**src/iq_tone_generator_macros.svh**
```systemverilog
// ---------------------------------------------------------------------------
// iq_tone_generator assertion macros
// clocked assertion helpers shared by the tone generator top level
// ---------------------------------------------------------------------------
`ifndef IQ_TONE_GENERATOR_MACROS_SVH
`define IQ_TONE_GENERATOR_MACROS_SVH

// same-cycle implication, disabled during reset
`define IQTG_ASSERT_NOW(label, ante, cons, msg) \
  label: assert property (@(posedge clk) disable iff (rst) (ante) |-> (cons)) \
    else $error(msg);

// next-cycle implication, disabled during reset
`define IQTG_ASSERT_NEXT(label, ante, cons, msg) \
  label: assert property (@(posedge clk) disable iff (rst) (ante) |=> (cons)) \
    else $error(msg);

`endif

```
**src/iqtg_fifo.sv**
```systemverilog
// ---------------------------------------------------------------------------
// iqtg_fifo
// small show-ahead word queue with push/full and pop/empty sides
// ---------------------------------------------------------------------------
module iqtg_fifo #(
  parameter int WIDTH   = 8,
  parameter int DEPTH_W = 2
) (
  input  logic             clk,
  input  logic             rst,
  input  logic             push,
  input  logic [WIDTH-1:0] data_in,
  output logic             full,
  input  logic             pop,
  output logic [WIDTH-1:0] data_out,
  output logic             empty
);

  localparam int DEPTH = 1 << DEPTH_W;

  logic [WIDTH-1:0] mem [DEPTH];
  logic [DEPTH_W-1:0] wr_ptr;
  logic [DEPTH_W-1:0] rd_ptr;
  logic [DEPTH_W:0]   count;
  logic               do_push;
  logic               do_pop;

  assign full     = (count == (DEPTH_W+1)'(DEPTH));
  assign empty    = (count == '0);
  assign do_push  = push && !full;
  assign do_pop   = pop && !empty;
  assign data_out = mem[rd_ptr];

  always_ff @(posedge clk) begin
    if (do_push) begin
      mem[wr_ptr] <= data_in;
    end
  end

  always_ff @(posedge clk) begin
    if (rst) begin
      wr_ptr <= '0;
      rd_ptr <= '0;
      count  <= '0;
    end else begin
      if (do_push) begin
        wr_ptr <= wr_ptr + 1'b1;
      end
      if (do_pop) begin
        rd_ptr <= rd_ptr + 1'b1;
      end
      case ({do_push, do_pop})
        2'b10:   count <= count + 1'b1;
        2'b01:   count <= count - 1'b1;
        default: count <= count;
      endcase
    end
  end

endmodule

```
**config.mk**
```make
export PLATFORM = sky130hd
export DESIGN_NAME = iqtg_fifo
export DESIGN_NICKNAME = d
export VERILOG_FILES = /design/src/iq_tone_generator_macros.svh /design/src/iqtg_fifo.sv
export SDC_FILE = /design/constraint.sdc
export NUM_CORES = 1
export LEC_CHECK = 0
export ABC_AREA = 1
export BUFFER_PORTS_ARGS = -buffer_cell sky130_fd_sc_hd__buf_2
export CAP_MARGIN = 30
export CORE_MARGIN = 3
export CORE_UTILIZATION = 55
export CTS_CLUSTER_SIZE = 16
export DETAILED_ROUTE_END_ITERATION = 8
export PLACE_DENSITY_LB_ADDON = 0.05
export SLEW_MARGIN = 25
export SYNTH_ARGS = -nofsm -noshare
export SYNTH_HDL_FRONTEND = slang
export SYNTH_SLANG_ARGS = --single-unit
```
**constraint.sdc**
```tcl
create_clock -name clk -period 2.27 [get_ports clk]
set_input_delay 0.454 -clock clk [delete_from_list [all_inputs] [get_ports clk]]
set_output_delay 0.454 -clock clk [all_outputs]
set_load 0.01 [all_outputs]
```
**Word-level counts from Yosys, hierarchy flattened**

Memories as Yosys holds them, arrays and structs flattened. A register that Yosys moved wholly into a read port is not among the register bits.
Cells that the tools add are included.

- Add/subtract/negate cells: 4
- Equality and inequality tests: 3
- Muxes and demuxes: 5
- Reductions and logical operators: 6

Operator list:

| cell | count |
|---|---|
| $pmux 3 s2 | 1 |
| $add 2x1->2 const B | 2 |
| $mux 2 | 2 |
| $add 3x1->3 const B | 1 |
| $eq 3x3->1 const B | 1 |
| $logic_not 3->1 | 1 |
| $sub 3x1->3 const B | 1 |
| $eq 2x1->1 const B | 1 |
| $eq 2x2->1 const B | 1 |
| $logic_and 1x1->1 | 2 |
| $logic_not 1->1 | 2 |
| $mux 1 | 2 |
| $reduce_bool 2->1 | 1 |

- Flip-flop bits (word level): 7
- RAM bits: 32
- Bits of input ports: 12
- Word-level logic and storage cells: 22
- Memories kept: 1

Memory list:

| name | words | width | read ports | clocked after Yosys merged registers in | write ports | line | text |
|---|---|---|---|---|---|---|---|
| mem | 4 | 8 | 1 | 1 | 1 | iqtg_fifo.sv:21 | `logic [WIDTH-1:0] mem [DEPTH];` |

**Longest topological paths before layout**

Gate-level depths: netlist of run 1.

- Depth in word-level cells: 5
- Depth in mapped cells: 13

**Least setup slack after synthesis of run 1**

OpenSTA, ideal clock, no wires.

- Kind: reg2reg
- From: reg count[1]
- To: reg count[2]
- Arrival: 1.501 ns
- Required time: 2.157 ns
- Path slack: 0.656 ns
- Cell stages (with the launch flop): 13
- Path buffers: 0
- Cells stage by stage: dfxtp_1 nor2_2 nand2_2 nand2_4 ha_1 inv_1 fa_1 inv_1 nand2_1 nand3_1 nand2_1 nand2_1 nor2_1

- Word-level cells in the longest chain between the ends: 5
- Elaborated cells between the ends (all ways): 12
- Those cells by class: 2 x add/sub; 3 x eq/ne; 1 x mux; 6 x reduce/logical

Ends and longest elaborated chain:

| element | line | text |
|---|---|---|
| start: declaration | iqtg_fifo.sv:24 | `logic [DEPTH_W:0] count;` |
| start signal: assignment | iqtg_fifo.sv:53 | `2'b10: count <= count + 1'b1;` |
| start signal: assignment | iqtg_fifo.sv:54 | `2'b01: count <= count - 1'b1;` |
| start signal: assignment | iqtg_fifo.sv:55 | `default: count <= count;` |
| $eq 3x3->1 or $logic_not 3->1 (tied branches) | iqtg_fifo.sv:28, iqtg_fifo.sv:29 |  |
| $logic_not 1->1 (on tied branches) | iqtg_fifo.sv:30, iqtg_fifo.sv:31 |  |
| $logic_and 1x1->1 (on tied branches) | iqtg_fifo.sv:30, iqtg_fifo.sv:31 |  |
| $eq 2x1->1 or $eq 2x2->1 (tied branches) | iqtg_fifo.sv:52 | `case ({do_push, do_pop})` |
| $pmux 3 s2 or $reduce_bool 2->1 (tied branches) | n/a |  |

Parallel ways exist; a longest one is shown, timed or not.
A chain may end at the register's enable or synchronous reset.

==> results.txt, run 1 <==
Status: completed
Syn Area/Cell: 11.6 um^2
Synth Instances: 146
Std-Cell Rows: 19
Initial Util: 59.3%
Hold Violations, Final: 0
Number of I/O port buffers: 21
Post-CTS setup buffer count: 0
Placed Cells incl. Taps: 201
Largest net degree at the start of global routing: 17
DRC: 0
Layout Skew: 0.00325 ns
Minimum clock period: 1.97 ns
LEAKAGE: 0.780 nW
Vias per cell: 5.23
Die width: 61.5 um
Setup CP Type: flop to output port
Final slew viol count: 0
Final #Nets: 195
Initial antenna violation count: 0
Unrepaired setup endpoints after global routing: no
Sequential area share after synthesis: 67.5%
TritonRoute pass-1 iters: 4
Worst skew pair latency: 0.34 ns
# Max-Cap Violations: 0
Period utilization: 86.6%
Global route overflow: 0
Met1 GRT Util: 18.9%
Share of layout cells above drive strength 1: 23.0%
CTS Root Cell: clkbuf_4
CTS resizes: 0
Hold Path Origin: rst
Die area: 3780 um^2
Cts bufs inserted: 5
Setup tns final: 0 ns
Clock Pin Slew Worst Setup and Hold Paths: 0.11 ns
Layout Cells excl Fill: 209
Hold Path Class: input port to flop
Worst Setup End Kind: output port
Vias: 1094
PwrDens: 1020 nW/um^2
Routability cong.: 0.707
Hpwl dp: 1.99 mm
RR Startpoint: count[1]
Slew headroom: 77.1%
# setup viols final: 0
Cell variety after synth: 18
Syn Nets: 164
I/O pins: 22
Least-Margin Pin Slew: 0.343 ns
Synth Register Bits: 41
Top Usage Layer GRT: met2
Initial drt markers: 51
GRT Util Overall: 17.7%
Flop2flop setup slack: 0.53 ns
Met2 usage: 32.0%
Tot Pwr: 1.97 mW
First-pass GRT wire length: 4.51 mm
WP data required: 1.82 ns
Antenna Cells: 0
Cts hold-fix bufs: 0
Arr. time, crit path: 1.51 ns
Final ANT Viol Nets: 0
Synthesized cell area: 1690 um^2
Wire per inst: 13.5 um
Clock Path Buffers: 2
Met3 Usage GRT: 6.92%
Ys Warns: 0
Worst Path Max Fanout: 9
CTS tree: done
Core ar.: 2850 um^2
Count of clock tree sinks: 41
Post-Route Utilization: 67.7%
Maximum level of the CTS H-tree: 2
DIE HEIGHT: 61.5 um
Vias in the first global route: 1036
Startpoint Class: flop
Area grow syn2layout: 14.1%
Worst vdd ir: 596 uV
Fmax: 0.509 GHz
Total wire length: 2.83 mm
## routing by layer
| layer | share of wire, % | wire length [um] |
|---|---|---|
| met1 | 40 | 1140 |
| met2 | 53 | 1510 |
| met3 | 5.1 | 144 |
| met4 | 1.1 | 32 |
| met5 | 0 | 0 |
## stage by stage
step / worst slack (ns) / hold slack (ns) / instance area, um^2
2_1_floorplan: 0.656 / 0.459 / 1690
3_3_place_gp: 0.576 / 0.491 / 1850
3_5_place_dp: 0.535 / 0.492 / 1850
4_1_cts: 0.266 / 0.296 / 1930
5_1_grt: 0.126 / 0.278 / 1930
6_report: 0.304 / 0.305 / 1930
## layout by cell type, fill, tap and decap left out, types with 2 or more instances in the layout
cell      instances
edfxtp_1         32
nor2_1           25
buf_2            21
inv_1            19
o21ai_0          14
nand2_1          12
dfxtp_1           9
o22ai_1           8
a21oi_1           5
nand3_1           5
ha_1              5
clkbuf_4          5
buf_4             5
o21ai_2           3
nand2_2           2
## critical path: stages, from the launching register on
cell     delay [ns]
dfxtp_1        0.43
inv_1          0.29
o21ai_0        0.14
o22ai_1        0.15
buf_2          0.16
## Yosys cell counts
master     n  area [um^2]
nor2_1    25         93.8
o21ai_0   14         70.1
nor2_2     1         6.26
o21ai_2    3         26.3
buf_6      2         22.5
inv_1     19         71.3
a21oi_1    5         25.0
nand3_1    5         25.0
inv_2      1         3.75
nand2_2    2         12.5
o21ai_1    1         5.00
nand2_1   12         45.0
dfxtp_1    9          180
fa_1       1         20.0
edfxtp_1  32          961
nand2_4    1         11.3
o22ai_1    8         50.1
ha_1       5         62.6
## path summary, 6_finish.rpt
kind                 endpoint  cells after the start
setup reg to reg     count[2]                     12
setup / recovery  data_out[2]                      4
hold / removal      wr_ptr[1]                      2
hold reg to reg     rd_ptr[1]                      2
## sequential cells by signal, indices dropped and copies added (netlist names), named ones only
| register | count |
|---|---|
| mem | 32 |
| wr_ptr | 2 |
| count | 3 |
| rd_ptr | 2 |
## cell families (layout without fill, tap and decap cells)
group           Yosys count  in the layout  synth area share [%]
flops                    41             41                  67.5
simple gates             46             46                  11.5
compound gates           31             31                  10.4
fa+ha+maj                 6              6                  4.88
buf+inv                  22             54                  5.77
## power breakdown
group	total (mW)	leakage [nW]	switching [mW]	internal (mW)
sequential	0.965	0.368	0.0617	0.904
combinational	0.570	0.369	0.352	0.218
clock	0.438	0.0437	0.219	0.219
## layout make-up
| type | instances | area [um^2] |
|---|---|---|
| sequential | 41 | 1140 |
| multi-input combinational | 83 | 453 |
| timing repair buffer | 26 | 143 |
| fill | 233 | 922 |
| clock buffer | 8 | 80.1 |
| tap | 31 | 38.8 |
| inverter | 20 | 75.1 |
Note: power is estimated with default switching activity, not from simulation.
==> inputs of run 2 (changes only) <==
ABC_AREA = 0   (was 1)
==> run 2 against run 1 <==
Via count fell by 24%. Critical endpoint is now count[2]. Fmax decreased by 8.0%. Critical path depth increased by 5.
==> results.txt, run 2 <==
Antenna Cells: 0
Biggest register: mem
Total wire length: 2.44 mm
Period utilization: 94.2%
I/O pins: 22
Post-CTS setup buffer count: 0
Hold Violations, Final: 0
# Max-Cap Violations: 0
Hold Path Class: input port to flop
Least-Margin Pin Slew: 0.424 ns
Critical path buffers and inverters: 2
Area grow syn2layout: 12.8%
Number of I/O port buffers: 21
Post-synthesis async set-or-reset flop share: 0%
Area of the multi-input gates: 458 um^2
Commonest cells in the netlist: edfxtp_1 (32), dfxtp_1 (9), inv_1 (8), mux4_2 (8), nor2_1 (6)
Syn Area/Cell: 17.0 um^2
Maximum level of the CTS H-tree: 2
Worst skew pair latency: 0.34 ns
GRT Util Overall: 15.9%
Gate power share: 28.2%
Synth Flop Type: edfxtp_1
Area share of the largest cell type after synthesis: 58.8%
Vias: 835
Std-Cell Rows: 19
Cell variety after synth: 20
Fillcell total: 202
Routability cong.: 0.687
Initial drt markers: 19
Commonest non-fill, non-tap cell in the layout: edfxtp_1
Syn Nets: 114
Cell with the most instances after synthesis: edfxtp_1
Crit-path leading delay family: simple AND/OR/NAND/NOR gates
Clock Path Buffers: 2
Slew headroom: 71.8%
Status: completed
CP peak stage delay: 0.39 ns
Final ANT Viol Nets: 0
Core ar.: 2810 um^2
Worst vdd ir: 753 uV
CP cell instances: nor3b_4 -> nor2_1 -> inv_1 -> ha_1 -> inv_1 -> fa_1 -> xor2_1 -> or3_1 -> a21oi_1
DRC: 0
Clock power frac: 19.7%
Internal Pwr Total: 1.33 mW
Wire per inst: 15.9 um
Fmax: 0.468 GHz
Most frequent cells in the layout: edfxtp_1 (32), buf_2 (21), inv_1 (8), mux4_2 (8), dfxtp_1 (7)
Sequential share of power: 52.1%
Setup CP Type: flop to flop
Die width: 60.5 um
FF+latch area: 1140 um^2
Arr. time, crit path: 2.41 ns
WP data required: 2.54 ns
Initial antenna violation count: 0
Vias in the first global route: 830
Final #Nets: 140
CTS tree: done
Dpl ws: 0.107 ns
Largest net degree at the start of global routing: 14
Die area: 3660 um^2
Share of layout cells above drive strength 1: 34.1%
Worst Path Max Fanout: 6
Worst Setup End Kind: flop
Layout Skew: 0.0106 ns
Largest regs: mem (32), count (3)
Synthesized cell area: 1640 um^2
Synth Register Bits: 41
Vias per cell: 5.42
Area leader, netlist: edfxtp_1
Synth Instances: 96
Max FFs per register: 32
# setup viols final: 0
Minimum clock period: 2.14 ns
Sw Share: 29.1%
Cts bufs inserted: 5
Synth area leaders: edfxtp_1 (59%), dfxtp_1 (11%), mux4_2 (11%)
Global route overflow: 0
Setup tns final: 0 ns
LEAKAGE: 0.671 nW
Initial Util: 58.3%
DIE HEIGHT: 60.5 um
Ys Warns: 0
First-pass GRT wire length: 3.89 mm
CTS Root Cell: clkbuf_4
Sequential area share after synthesis: 69.8%
PwrDens: 1010 nW/um^2
EDFF count, synth: 32
Hpwl dp: 1.78 mm
Clock Pin Slew Worst Setup and Hold Paths: 0.12 ns
TritonRoute pass-1 iters: 3
Critical Path Slowest Stage Cell: dfxtp_1
Final worst-path setup slack: 0.132 ns
CP dominant cell by count: inv_1
Final slew viol count: 0
Unrepaired setup endpoints after global routing: no
Startpoint Class: flop
Count of clock tree sinks: 41
Psw: 0.545 mW
-- run 2: cell types whose count changed after synthesis, sizes merged, moves of 3 or more --
| cell | previous run | this run |
|---|---|---|
| nor2 | 26 | 6 |
| o21ai | 18 | 3 |
| nand2 | 15 | 1 |
| inv | 20 | 8 |
| mux4 | 0 | 8 |
| o22ai | 8 | 0 |
| nand3 | 5 | 0 |
| and2 | 0 | 4 |
| or3 | 0 | 3 |
| xor2 | 0 | 3 |
-- run 2: cell type report --
cell class	count	area share, %
timing repair buffer	22	6.11
clock buffer	7	2.99
tap	31	2.10
clock inverter	1	0.339
multi-input combinational	44	24.8
inverter	8	1.63
sequential	41	62.0
-- run 2: cells by family (layout without fill, tap and decap cells) --
group	Yosys count	count (layout)	synth area share, %
DFF	41	41	69.8
and+or+nand+nor	18	18	6.43
buffers and inverters	11	38	2.60
muxes	9	9	11.6
AOI/OAI and AO/OA	8	8	2.91
adders and majority gates	6	6	5.05
xor gates and xnor gates	3	3	1.61
-- run 2: final timing paths --
kind | from | endpoint | slack (ns) | cells after the start
worst max-delay path | count[1] | count[2] | 0.13 | 9
worst min-delay path | data_in[3] | mem[0][3] | 0.32 | 1
worst max register to register | count[1] | count[2] | 0.13 | 9
worst min register to register | rd_ptr[1] | flop | 0.50 | 2
-- run 2: repair_timing --
item / in CTS / in global routing
resized for setup: 0 / 3
setup endpoints to repair: 0 / 1
hold buffers: 0 / 0
-- run 2: through the flow --
stage	hold WS (ns)	util, %	power, mW	cells	area (um^2)
after floorplan	0.459	-	1.34	96	1640
after global placement	0.477	63.2	1.49	146	1770
after detailed placement	0.489	63.2	1.52	146	1770
after CTS	0.304	65.4	1.89	154	1840
after global routing	0.302	65.7	1.99	154	1840
final	0.323	65.7	1.87	154	1840
-- run 2: power by group through the flow --
stage | sequential (mW) | clock (mW) | combinational (mW)
final | 0.976 | 0.369 | 0.527
after CTS | 0.970 | 0.385 | 0.532
after detailed placement | 0.988 | 0 | 0.530
after global routing | 0.986 | 0.413 | 0.593
after floorplan | 0.964 | 0 | 0.379
after global placement | 0.980 | 0 | 0.514
-- run 2: worst register-to-register path, stage by stage (launching register included) --
cell     delay [ns]
dfxtp_1        0.39
nor3b_4        0.24
nor2_1         0.13
inv_1          0.07
ha_1           0.18
inv_1          0.06
fa_1           0.38
xor2_1         0.16
or3_1          0.31
a21oi_1        0.14
-- run 2: routing by layer --
layer  vias to the layer above  GRT usage [%]  routed length [um]
met1                       402           18.6                1010
met3                         7           6.60                 121
met5                         -              0                   0
li1                        406              -                   -
met4                         0           6.50                  37
met2                        20           26.1                1270
