<file path="src/iq_tone_generator_macros.svh">
// ---------------------------------------------------------------------------
// iq_tone_generator assertion macros
// clocked assertion helpers shared by the tone generator top level
// ---------------------------------------------------------------------------
`ifndef IQ_TONE_GENERATOR_MACROS_SVH
`define IQ_TONE_GENERATOR_MACROS_SVH

// same-cycle implication, disabled during reset
`define IQTG_ASSERT_NOW(label, ante, cons, msg) \
  label: assert property (@(posedge clk) disable iff (rst) (ante) |-> (cons)) \
    else $error(msg);

// next-cycle implication, disabled during reset
`define IQTG_ASSERT_NEXT(label, ante, cons, msg) \
  label: assert property (@(posedge clk) disable iff (rst) (ante) |=> (cons)) \
    else $error(msg);

`endif

</file>
<file path="src/iqtg_pkg.sv">
// ---------------------------------------------------------------------------
// iqtg_pkg
// shared widths, register codes, state types, queue words and the
// quarter-wave sine entry function of the tone generator
// ---------------------------------------------------------------------------
package iqtg_pkg;

  localparam int CFG_W     = 24;
  localparam int PHASE_W   = 26;
  localparam int RED_SHIFT = PHASE_W - 2;
  localparam int MAG_W     = 12;
  localparam int CODE_W    = 14;

  localparam logic [63:0] HALF_PI_Q60 = 64'h1921FB54442D1846;

  localparam logic REG_TONE_FREQ = 1'b0;
  localparam logic REG_RATE      = 1'b1;

  typedef enum logic [1:0] {
    FE_RUN,
    FE_LOAD,
    FE_REDUCE
  } fe_state_t;

  typedef enum logic [2:0] {
    BE_IDLE,
    BE_FOLD_HI,
    BE_FOLD_LO,
    BE_DIV,
    BE_ADDR,
    BE_ROM,
    BE_PUSH
  } be_state_t;

  typedef struct packed {
    logic [PHASE_W-1:0] phase;
    logic               restart;
  } fe_item_t;

  typedef struct packed {
    logic [CODE_W-1:0] i_code;
    logic [CODE_W-1:0] q_code;
    logic              phase_restarted;
  } res_item_t;

  // shift-subtract quotient of two 64-bit words, elaboration only
  function automatic logic [63:0] div_u64(input logic [63:0] num,
                                          input logic [63:0] den);
    logic [64:0] rem;
    logic [63:0] quo;
    rem = '0;
    quo = '0;
    for (int b = 63; b >= 0; b--) begin
      rem = {rem[63:0], num[b]};
      if (rem >= {1'b0, den}) begin
        rem    = rem - {1'b0, den};
        quo[b] = 1'b1;
      end
    end
    return quo;
  endfunction

  // floor(peak * sin(pi/2 * k / qn)) by a q60 odd series, elaboration only
  function automatic logic [MAG_W-1:0] quarter_sine(input int unsigned k,
                                                    input int unsigned phase_bits,
                                                    input int unsigned peak);
    logic [127:0] prod;
    logic [63:0]  x;
    logic [63:0]  x2;
    logic [63:0]  term;
    logic [63:0]  sum;
    logic [63:0]  dv;
    int unsigned  s;
    int unsigned  qn;
    s  = phase_bits - 2;
    qn = 1 << s;
    if (k == 0) begin
      return '0;
    end
    if (k >= qn) begin
      return MAG_W'(peak);
    end
    prod = 128'(HALF_PI_Q60) * 128'(k);
    x    = 64'(prod >> s);
    prod = 128'(x) * 128'(x);
    x2   = 64'(prod >> 60);
    term = x;
    sum  = x;
    for (int n = 1; n <= 12; n++) begin
      prod = 128'(term) * 128'(x2);
      dv   = 64'((2 * n) * (2 * n + 1));
      term = div_u64(64'(prod >> 60), dv);
      if (n[0]) begin
        sum = sum - term;
      end else begin
        sum = sum + term;
      end
    end
    prod = 128'(sum) * 128'(peak);
    return MAG_W'(prod >> 60);
  endfunction

endpackage

</file>
<file path="src/iqtg_front.sv">
// ---------------------------------------------------------------------------
// iqtg_front
// configuration registers, phase accumulator modulo 4*rate and index
// restart; reduces the phase and tone step after every register write
// ---------------------------------------------------------------------------
module iqtg_front (
  input  logic                          clk,
  input  logic                          rst,
  input  logic                          cfg_write,
  input  logic                          cfg_index,
  input  logic [iqtg_pkg::CFG_W-1:0]    cfg_data,
  input  logic                          push,
  input  logic                          sample_request,
  output logic                          full,
  output logic                          q_push,
  output iqtg_pkg::fe_item_t            q_item,
  input  logic                          q_full,
  output logic [iqtg_pkg::CFG_W-1:0]    rate
);

  localparam int PW = iqtg_pkg::PHASE_W;
  localparam int DW = iqtg_pkg::PHASE_W + iqtg_pkg::CFG_W;
  localparam int CW = $clog2(iqtg_pkg::RED_SHIFT + 1);

  iqtg_pkg::fe_state_t state;
  iqtg_pkg::fe_state_t state_next;

  logic [iqtg_pkg::CFG_W-1:0] tone_freq;
  logic [iqtg_pkg::CFG_W-1:0] rate_reg;
  logic [PW-1:0] phase_raw;
  logic [PW-1:0] phase_red;
  logic [PW-1:0] tone_red;
  logic [PW-1:0] rem_p;
  logic [PW-1:0] rem_t;
  logic [DW-1:0] dstep;
  logic [CW-1:0] red_cnt;
  logic          started;

  logic [PW-1:0] modulus;
  logic [PW-1:0] rem_p_step;
  logic [PW-1:0] rem_t_step;
  logic [PW:0]   phase_sum;
  logic [PW-1:0] phase_adv;
  logic          accept;
  logic          step;
  logic          restart;

  assign rate    = (rate_reg == '0) ? iqtg_pkg::CFG_W'(1) : rate_reg;
  assign modulus = {rate, 2'b00};

  assign rem_p_step = ({(DW-PW)'(0), rem_p} >= dstep) ? rem_p - dstep[PW-1:0] : rem_p;
  assign rem_t_step = ({(DW-PW)'(0), rem_t} >= dstep) ? rem_t - dstep[PW-1:0] : rem_t;

  assign phase_sum = {1'b0, phase_red} + {1'b0, tone_red};
  assign phase_adv = (phase_sum >= {1'b0, modulus}) ? PW'(phase_sum - {1'b0, modulus})
                                                    : phase_sum[PW-1:0];
  assign restart   = (phase_red == '0) && started;

  always_comb begin
    state_next = state;
    unique case (state)
      iqtg_pkg::FE_RUN: begin
        state_next = iqtg_pkg::FE_RUN;
      end
      iqtg_pkg::FE_LOAD: begin
        state_next = iqtg_pkg::FE_REDUCE;
      end
      iqtg_pkg::FE_REDUCE: begin
        if (red_cnt == '0) begin
          state_next = iqtg_pkg::FE_RUN;
        end
      end
      default: begin
        state_next = iqtg_pkg::FE_RUN;
      end
    endcase
    if (cfg_write) begin
      state_next = iqtg_pkg::FE_LOAD;
    end
  end

  always_comb begin
    full           = (state != iqtg_pkg::FE_RUN) || q_full;
    accept         = push && !full;
    step           = accept && sample_request;
    q_push         = step;
    q_item.phase   = phase_red;
    q_item.restart = restart;
  end

  always_ff @(posedge clk) begin
    if (rst) begin
      state <= iqtg_pkg::FE_RUN;
    end else begin
      state <= state_next;
    end
  end

  always_ff @(posedge clk) begin
    if (rst) begin
      tone_freq <= '0;
      rate_reg  <= iqtg_pkg::CFG_W'(1);
    end else if (cfg_write) begin
      unique case (cfg_index)
        iqtg_pkg::REG_TONE_FREQ: tone_freq <= cfg_data;
        iqtg_pkg::REG_RATE:      rate_reg  <= cfg_data;
        default: ;
      endcase
    end
  end

  always_ff @(posedge clk) begin
    if (rst) begin
      phase_raw <= '0;
      phase_red <= '0;
      tone_red  <= '0;
      started   <= 1'b0;
      red_cnt   <= '0;
    end else begin
      unique case (state)
        iqtg_pkg::FE_LOAD: begin
          red_cnt <= CW'(iqtg_pkg::RED_SHIFT);
        end
        iqtg_pkg::FE_REDUCE: begin
          red_cnt <= red_cnt - 1'b1;
          if (red_cnt == '0) begin
            phase_red <= rem_p_step;
            tone_red  <= rem_t_step;
          end
        end
        default: begin
          if (step) begin
            if (restart) begin
              phase_raw <= '0;
              phase_red <= '0;
              started   <= 1'b0;
            end else begin
              phase_raw <= phase_adv;
              phase_red <= phase_adv;
              started   <= 1'b1;
            end
          end
        end
      endcase
    end
  end

  // long reduction of phase and tone step by the shifted modulus
  always_ff @(posedge clk) begin
    if (state == iqtg_pkg::FE_LOAD) begin
      rem_p <= phase_raw;
      rem_t <= {(PW-iqtg_pkg::CFG_W)'(0), tone_freq};
      dstep <= {modulus, iqtg_pkg::RED_SHIFT'(0)};
    end else if (state == iqtg_pkg::FE_REDUCE) begin
      rem_p <= rem_p_step;
      rem_t <= rem_t_step;
      dstep <= dstep >> 1;
    end
  end

endmodule

</file>
<file path="config.mk">
export PLATFORM = sky130hd
export DESIGN_NAME = iqtg_front
export DESIGN_NICKNAME = d
export VERILOG_FILES = /design/src/iq_tone_generator_macros.svh /design/src/iqtg_pkg.sv /design/src/iqtg_front.sv
export SDC_FILE = /design/constraint.sdc
export NUM_CORES = 1
export LEC_CHECK = 0
export BUFFER_PORTS_ARGS = -buffer_cell sky130_fd_sc_hd__buf_2
export CAP_MARGIN = 5
export CORE_ASPECT_RATIO = 1.25
export CORE_UTILIZATION = 25
export CTS_CLUSTER_SIZE = 10
export DETAILED_ROUTE_END_ITERATION = 8
export PLACE_DENSITY = 0.44
export SETUP_SLACK_MARGIN = 0.02
export SYNTH_ARGS = -nofsm -noshare
export SYNTH_HDL_FRONTEND = slang
export SYNTH_SLANG_ARGS = --single-unit
</file>
<file path="constraint.sdc">
create_clock -name clk -period 10.7 [get_ports clk]
set_clock_uncertainty 0.15 [all_clocks]
set_input_delay 0.535 -clock clk [delete_from_list [all_inputs] [get_ports clk]]
set_output_delay 0.535 -clock clk [all_outputs]
set_load 0.01 [all_outputs]
</file>
Yosys cells after proc, flatten, opt, wreduce, memory -nomap -nowiden
Cells that the tools add are included.
Operators by class
  order comparisons: 3
  eq/ne operators: 4
  $add $sub $neg: 5
  multiplexer cells: 19
  reduce and logical (&&, ||, !) cells: 18
  bitwise logic cells: 3
Operators with widths (count)
  $mux 26: 8
  $ge 26x50->1: 2
  $mux 50: 2
  $sub 26x26->26: 3
  $mux 24: 3
  $pmux 26 s2: 1
  $add 26x26->27: 1
  $ge 27x26->1: 1
  $logic_not 26->1: 1
  $logic_not 24->1: 1
  $pmux 5 s2: 1
  $reduce_and 2->1: 4
  $reduce_bool 2->1: 3
  $logic_not 5->1: 1
  $sub 5x1->5 const B: 1
  $pmux 2 s2: 1
  $reduce_or 2->1: 2
  $logic_and 1x1->1: 3
  $ne 3x3->1 const B: 1
  $not 1->1: 3
  $reduce_and 3->1: 1
  $eq 2x1->1 const B: 1
  $eq 2x2->1 const B: 1
  $mux 1: 2
  4 further kinds: 4
Word-level totals
  output and inout port bits: 53
  word-level logic and storage cells: 66
  bits of input ports: 31
  flip-flop bits (word level): 236

Logic depth before layout (Yosys ltp)
Gate-level depths: netlist (run 1).
  depth in word-level cells: 7
  gate-level depth with buffers: 22
  gate-level depth less buffers: 20

Least setup slack after synthesis (run 1)
OpenSTA, ideal clock, no wires.
  kind: reg-to-reg
  start: reg phase_red[0]
  end: reg phase_red[23]
  period minus slack after synthesis: 4.934 ns
  data arrival time: 4.666 ns
  required time: 10.431 ns
  buffers on the path: 0
  stages on the path, launching flop included: 21
  library setup time: 0.119 ns
  slack: 5.766 ns
  cell sequence: dfxtp_1 ha_1 fa_1 a211oi_1 nor2_4 o211ai_2 and2_4 a21oi_1 a221oi_1 xnor2_1 ha_1 a21o_1 a221o_1 a21oi_1 o21ai_0 a21o_1 a22oi_4 nand2_4 mux2_1 and2_1 o221a_1
Between the ends
  word-level cells in the longest chain between the ends: 6
  elaborated cells between the ends (all ways): 9
  those cells by class: 2 x add/sub; 1 x order compare; 4 x mux; 2 x reduce/logical
Ends and longest elaborated chain
  start: declaration: line iqtg_front.sv:31  | logic [PW-1:0] phase_red;
  start signal: assignment: line iqtg_front.sv:127  | phase_red <= rem_p_step;
  start signal: assignment: line iqtg_front.sv:139  | phase_red <= phase_adv;
  $add 26x26->27: line iqtg_front.sv:54  | assign phase_sum = {1'b0, phase_red} + {1'b0, tone_red};
  $sub 26x26->26 or $ge 27x26->1 (tied branches): line iqtg_front.sv:55  | assign phase_adv = (phase_sum >= {1'b0, modulus}) ? PW'(phase_sum - {1'b0, modulus})
  $mux 26: line iqtg_front.sv:55
  $mux 26 *: line iqtg_front.sv:133  | if (restart) begin
  $mux 26 *: line iqtg_front.sv:132  | if (step) begin
  $pmux 26 s2 *: line iqtg_front.sv:120  | unique case (state)
Mark *: on every way between the ends. The rest lies on a longest branch, timed or not. The select of a mux whose other input is x is not followed.
A chain may end at the register's enable or synchronous reset.

Final worst setup path (run 1)
Ends and elaborated chain as after synthesis.

==> qor.yml, run 1 <==
status: "completed"
drc: 0
multiInputGateArea_mm2: 0.00929
ys.flop_type: "dfxtp_1"
postLayoutCellArea_mm2: 0.0175
worstMarginPinSlew_ns: 1.03
hold_class: "in -> reg"
grt_start_max_net_pins: 75
drtIter0Drc: 821
slew-limit-headroom_pct: 30.6
async_flop_share_pct: 0
timing.final.crit_period_ns: 5.79
cp_data_arrival_time_ns: 6.11
dp_cells: 2576
min_from: "cfg_write"
whs_ns: 0.0463
boundaryPins: 84
antenna_found_initial: 0
cpPeakStageDelay_ns: 0.44
cts_max_path_buffers: 3
clock_sinks: 236
yosys.cell_types.count: 94
htree_levels: 1
core_area_mm2: 0.0609
grt_pass1_vias: 13300
dr.pass1.iters: 5
max_freq_mhz: 173
cp.depth: 20
p_int_mw: 1.74
die-area_mm2: 0.0629
critPathLaunch: "phase_red[0]"
vdd_drop_max_uv: 116
most-common-layout-cells: "196 x nand2_1, 162 x dfxtp_1, 150 x a21oi_1"
cp_max_fo: 19
ctsHoldBuffers: 0
crit_top_cell: "a21oi_1"
tns_ns: 0
syn_inst: 1761
pwr-share-clk_pct: 36.0
max_cap_viol_count: 0
whs_path_depth: 2
drv_slew: 0
p_leak_nw: 6.77
netlist.area_leader.share_pct: 21.0
synth_seq_cells: 236
end_kind: "flip-flop"
power_density_mw_per_mm2: 148
hold_viol_final: 0
area_delta_synth_final_pct: 13.0
dieHeight_um: 280
dpl_cell_area_mm2: 0.0166
synth_warnings: 0
post-route-period-util_pct: 54.2
seq_area_frac_synth_pct: 35.3
finalNetCount: 1925
path_delay_family: "compound AO/OA/AOI/OAI gates"
syn_area_mm2: 0.0155
setup_viol_count_final: 0
crit_buf_inv: 0
grt_pass1_wl_um: 86000
hpwlAfterDp_um: 45900
clk_pin_slew_ns: 0.06
drive_gt1_share_pct: 14.4
insertion_delay_ns: 0.59
root_buffer: "clkbuf_16"
io_buffer_count: 83
wl_um: 58700
viasPerCell: 5.05
critPathLaunchType: "flip-flop"
final_common_cell: "nand2_1"
cp_cell_sequence: "ha_1 -> fa_1 -> a211oi_1 -> nor2_4 -> o211ai_2 -> a21oi_1 -> a21oi_1 -> o21bai_1 -> a21oi_1 -> xnor2_1 -> ha_1 -> nand4b_1 -> nor4_1 -> a211o_1 -> a211oi_1 -> o41a_1 -> nand2_4 -> mux2_1 -> and2_1 -> o221a_1"
grt_usage_pct: 18.4
rows: 101
cp_slowest_cell: "o41a_1"
largest_reg_flops: 50
num_vias: 13300
cts_tree: "done"
fillers: 6597
rsz0062_at_grt: "false"
p_seq_share_pct: 39.4
post_drt_wl_per_cell_um: 22.3
r2r-start: "phase_red[0]"
overflow: 0
cts-resized-gates: 0
crit_type: "reg -> reg"
rr_worst_depth: 20
regMostFlops: "dstep"
synth_top_area_cell: "dfxtp_1"
ys_top_cells_by_area: "dfxtp_1 21%, edfxtp_1 14%, ha_1 8.7%"
swShare_pct: 32.5
globalplace.congestion: 0.885
initial_utilization_pct: 25.4
cts_inserted_buffers: 29
fp.dieW_um: 225
post_cts_buffers: 0
regArea_mm2: 0.00547
cp_data_required_time_ns: 11.02
synth-edff-count: 74
drtAntennaViolNets: 0
combPwrFrac_pct: 24.6
switching_power_mw: 0.840
synth_nets: 1903
instances_no_fill: 2627
avgSynthCellArea_um2: 8.79
==> cells in the mapped netlist, types with 12 or more instances <==
cell type and number:
o21ai_0 87, clkbuf_1 90, nand3_1 29, a21oi_1 150, a22oi_1 12, a211oi_1 13, nand2_1 196, xnor2_1 41
edfxtp_1 74, a21o_1 47, nor4_1 22, dfxtp_1 162, mux2_2 66, a211o_1 19, mux2i_1 38, nand2b_1 19
nor2_1 131, a221oi_1 13, a22o_1 24, xor2_1 33, o21a_1 28, nor3_1 32, ha_1 107, o21ba_2 19
nor2b_1 14, nand4_1 22, inv_1 81
==> routing by layer <==
| metal | track usage [%] | wire [µm] | vias to the layer above |
|---|---|---|---|
| li1 | - | - | 6479 |
| met1 | 21.4 | 24200 | 6405 |
| met2 | 32.9 | 29200 | 292 |
| met3 | 1.79 | 1920 | 93 |
| met4 | 10.0 | 3360 | 0 |
| met5 | 0 | 0 | - |
==> final cells by class <==
cell class	instances	area share [%]
Multi-Input combinational cell	1335	53.1
Antenna cell	1	0.0143
Clock buffer	45	4.66
Inverter	82	1.76
Clock inverter	5	0.250
Sequential cell	236	31.2
Tap cell	824	5.89
Timing Repair Buffer	99	3.08
==> worst paths after layout <==
check             slack [ns]            end
setup / recovery        4.91  phase_red[23]
hold / removal          0.05       state[1]
hold reg to reg         0.30   phase_raw[1]
setup reg to reg        4.91  phase_red[23]
==> metrics by stage <==
step | setup WS, ns | power, mW | util (%)
2_1_floorplan | 5.77 | 1.47 | -
3_3_place_gp | 4.97 | 1.67 | 27.3
3_5_place_dp | 4.98 | 1.67 | 27.3
4_1_cts | 4.93 | 2.61 | 28.7
5_1_grt | 4.67 | 2.70 | 28.7
6_report | 4.91 | 2.58 | 28.7
==> power groups by stage <==
stage | Combinational (mW) | Clock [mW] | Sequential [mW]
after floorplan | 0.458 | 0 | 1.01
after global placement | 0.630 | 0 | 1.04
after detailed placement | 0.631 | 0 | 1.04
after CTS | 0.635 | 0.954 | 1.02
after global routing | 0.693 | 0.982 | 1.02
final | 0.636 | 0.928 | 1.02
==> worst reg2reg max path, delay by kind of cell (launching register included) <==
kind	cells	cell delay (ns)
adders and majority gates	3	1.10
and+or+nand+nor	5	0.77
AOI/OAI and AO/OA	10	2.61
xor gates and xnor gates	1	0.30
muxes	1	0.42
DFF	1	0.33
==> cells by family (layout without fill, tap and decap cells) <==
logic type,Yosys count,count (layout),synth area share [%]
other,0,1,0
AO/OA/AOI/OAI,520,520,23.2
flip-flops,236,236,35.3
adder cells (fa/ha/maj),111,111,9.17
multiplexers,105,105,7.33
XOR/XNOR,74,74,4.19
AND/OR/NAND/NOR,525,525,15.9
buffers and inverters,190,231,4.92
Note: power is estimated with default switching activity, not from simulation.
==> run 2: changes to the inputs <==
--- a/config.mk
+++ b/config.mk
@@ -5,6 +5,7 @@
 export SDC_FILE = /design/constraint.sdc
 export NUM_CORES = 1
 export LEC_CHECK = 0
+export ABC_AREA = 1
 export BUFFER_PORTS_ARGS = -buffer_cell sky130_fd_sc_hd__buf_2
 export CAP_MARGIN = 5
 export CORE_ASPECT_RATIO = 1.25
==> constraint.sdc (replaced) <==
create_clock -name clk -period 5.4 [get_ports clk]
set_clock_uncertainty 0.15 [all_clocks]
set_input_delay 0.27 -clock clk [delete_from_list [all_inputs] [get_ports clk]]
set_output_delay 0.27 -clock clk [all_outputs]
set_load 0.01 [all_outputs]
==> qor.yml, run 2 <==
avgSynthCellArea_um2: 6.56  # -25%
dr.pass1.iters: 6  # +1
wl_um: 75900  # +29%
dieHeight_um: 298  # +6.5%
globalplace.congestion: 0.923  # +4.3%
grt_pass1_wl_um: 113000  # +31%
clock_sinks: 236  # unchanged
drc: 0  # unchanged
crit_buf_inv: 3  # +3
hpwlAfterDp_um: 61500  # +34%
netlist.area_leader.share_pct: 18.5  # -2.5 points
instances_no_fill: 3679  # +40%
setup_viol_count_final: 0  # unchanged
synth_nets: 2821  # +48%
core_area_mm2: 0.0695  # +14%
grt_usage_pct: 21.1  # +2.7 points
drv_slew: 0  # unchanged
dp_cells: 3605  # +40%
regMostFlops: "dstep"
die-area_mm2: 0.0713  # +13%
timing.final.crit_period_ns: 4.80  # -0.990 ns
cpPeakStageDelay_ns: 0.47  # +0.03 ns
power_mw: 5.87  # +130%
drtIter0Drc: 1095  # +33%
cp_data_arrival_time_ns: 5.12  # -0.99 ns
cp_cell_sequence: "ha_1 -> nand2_1 -> nand2_1 -> a21oi_1 -> o21ai_0 -> inv_1 -> nand2_1 -> or2_2 -> nand2_1 -> inv_1 -> ha_1 -> nand2_1 -> inv_1 -> a21oi_1 -> nand2_1 -> nand2_1 -> nand3_2 -> nand2_2 -> nand3_2 -> nand2_1 -> nand3_1 -> nand2_1 -> nand3_1 -> a21oi_1"
viasPerCell: 4.87  # -3.5%
insertion_delay_ns: 0.61  # +0.02 ns
post-route-period-util_pct: 89.0  # +35 points
hold_viol_final: 0  # unchanged
worstReg2RegEnd: "phase_red[3]"
drive_gt1_share_pct: 7.55  # -6.8 points
initial_utilization_pct: 25.3  # -0.12 points
async_flop_share_pct: 0  # unchanged
syn_area_mm2: 0.0176  # +13%
whs_endpoint: "state[1]"
drtAntennaViolNets: 0  # unchanged
overflow: 0  # unchanged
cp_data_required_time_ns: 5.71  # -5.31 ns
ctsHoldBuffers: 24  # +24
final_common_cell: "nand2_1"
synth_warnings: 0  # unchanged
hold_class: "in -> reg"
path_delay_family: "simple AND/OR/NAND/NOR gates"
power_density_mw_per_mm2: 294  # +100%
num_vias: 17900  # +35%
rsz0062_at_grt: "false"
finish.utilization_pct: 28.7  # about the same
boundaryPins: 84  # unchanged
post_drt_wl_per_cell_um: 20.6  # -7.7%
antenna_found_initial: 2  # +2
cp_slowest_cell: "dfxtp_1"
max_cap_viol_count: 0  # unchanged
crit_top_cell: "nand2_1"
cts_tree: "done"
seq_area_frac_synth_pct: 31.1  # -4.2 points
synth.top_cells.by_count: "765 x nand2_1, 340 x inv_1, 214 x nor2_1"
worstMarginPinSlew_ns: 1.14  # +0.118 ns
end_kind: "flip-flop"
post_cts_buffers: 0  # unchanged
fillers: 7806  # +18%
root_buffer: "clkbuf_16"
reg2reg_slack_ns: 0.60  # -4.31 ns
finalNetCount: 2866  # +49%
clk_pin_slew_ns: 0.06  # about the same
syn_inst: 2679  # +52%
synth_seq_cells: 236  # unchanged
p_leak_nw: 9.60  # +42%
cts_max_path_buffers: 3  # unchanged
critPathLaunchType: "flip-flop"
status: "completed"
critPathLaunch: "phase_red[8]"
fp.dieW_um: 239  # +6.5%
multiInputGateArea_mm2: 0.0103  # +11%
cts-resized-gates: 0  # unchanged
ys.flop_type: "dfxtp_1"
grt_start_max_net_pins: 141  # +88%
area_delta_synth_final_pct: 13.6
most-common-layout-cells: "765 x nand2_1, 338 x inv_1, 212 x nor2_1"
min_from: "cfg_write"
vdd_drop_max_uv: 273  # +140%
regArea_mm2: 0.00547  # unchanged
synth_top_area_cell: "dfxtp_1"
crit_type: "reg -> reg"
yosys.cell_types.count: 52  # -45%
slew-limit-headroom_pct: 23.5  # -7.1 points
cp_max_fo: 12  # -7
yosysMostFrequentCell: "nand2_1"
whs_path_depth: 2  # unchanged
r2r-start: "phase_red[8]"
rows: 108  # +6.9%
largest_reg_flops: 50  # unchanged
io_buffer_count: 83  # unchanged
grt_pass1_vias: 17500  # +32%
max_freq_mhz: 208  # +21%
ys_top_cells_by_area: "dfxtp_1 18%, nand2_1 16%, edfxtp_1 13%"
rr_worst_depth: 24  # +20%
synth-edff-count: 74  # unchanged
htree_levels: 1  # unchanged
tns_ns: 0  # unchanged
cts_inserted_buffers: 28  # -3.4%
[run 2: cell types whose count changed in the layout (fill, tap and decap cells not counted), moves of 24 or more]
cell | before | now
o21ai_0 | 87 | 150
nand3_1 | 29 | 203
mux2_2 | 66 | 0
inv_1 | 81 | 338
nor2_1 | 129 | 212
mux2i_1 | 38 | 0
a21oi_1 | 150 | 206
a21o_1 | 47 | 3
dlygate4sd3_1 | 0 | 24
a22o_1 | 24 | 0
nand4_1 | 22 | 75
nand2_1 | 196 | 765
[run 2: how the worst max path moves through the flow]
stage,to,slack [ns],cells after the start
after floorplan,phase_red[14],1.85,28
final,phase_red[3],0.60,24
after global placement,phase_red[3],0.57,24
after global routing,phase_red[13],0.20,25
after detailed placement,phase_red[3],0.60,24
after CTS,phase_red[3],0.56,24
[run 2: area by class of cell]
class / instances / area share [%]
inverters: 350 / 6.61
clock buffers: 46 / 4.00
repair buffers: 127 / 4.10
clock inverters: 3 / 0.201
multi-input cells: 1981 / 51.8
well taps: 935 / 5.87
flip-flops and latches: 236 / 27.4
diodes: 1 / 0.0125
[run 2: metal layers]
layer / share of wire [%] / vias to the layer above / global-route usage, %
li1: - / 8872 / -
met1: 43 / 8503 / 26.1
met2: 49 / 440 / 37.0
met3: 3.1 / 112 / 1.38
met4: 5.2 / 0 / 10.0
met5: 0 / - / 0
[run 2: kinds of logic (layout without fill, tap and decap cells)]
| kind of cell | after synthesis | after routing | share of synthesized area (%) |
|---|---|---|---|
| fa+ha+maj | 111 | 111 | 8.08 |
| buf+inv | 462 | 526 | 10.3 |
| compound gates | 458 | 458 | 14.2 |
| xor+xnor | 62 | 62 | 3.09 |
| other cells | 0 | 1 | 0 |
| flops | 236 | 236 | 31.1 |
| simple gates | 1350 | 1350 | 33.2 |
[run 2: worst register-to-register path, cell delays in order, from the launching register on]
cell and delay, ns:
dfxtp_1 0.47, ha_1 0.36, nand2_1 0.10, nand2_1 0.09
a21oi_1 0.26, o21ai_0 0.25, inv_1 0.10, nand2_1 0.13
or2_2 0.30, nand2_1 0.12, inv_1 0.08, ha_1 0.33
nand2_1 0.11, inv_1 0.06, a21oi_1 0.22, nand2_1 0.11
nand2_1 0.11, nand3_2 0.10, nand2_2 0.13, nand3_2 0.28
nand2_1 0.17, nand3_1 0.25, nand2_1 0.13, nand3_1 0.11
a21oi_1 0.21
[run 2: metrics by stage]
stage | setup slack (ns) | hold slack, ns | area [µm²]
floorplan | 1.85 | 0.209 | 17600
global placement | 0.567 | 0.318 | 18900
detailed placement | 0.604 | 0.328 | 18900
CTS | 0.560 | 0.0184 | 19900
global route | 0.202 | 0.00506 | 19900
finish | 0.596 | 0.0229 | 19900
[run 2: report_power, final]
group | switching, mW | internal, mW
Clock | 0.789 | 1.00
Sequential | 0.0951 | 1.96
Combinational | 1.40 | 0.621
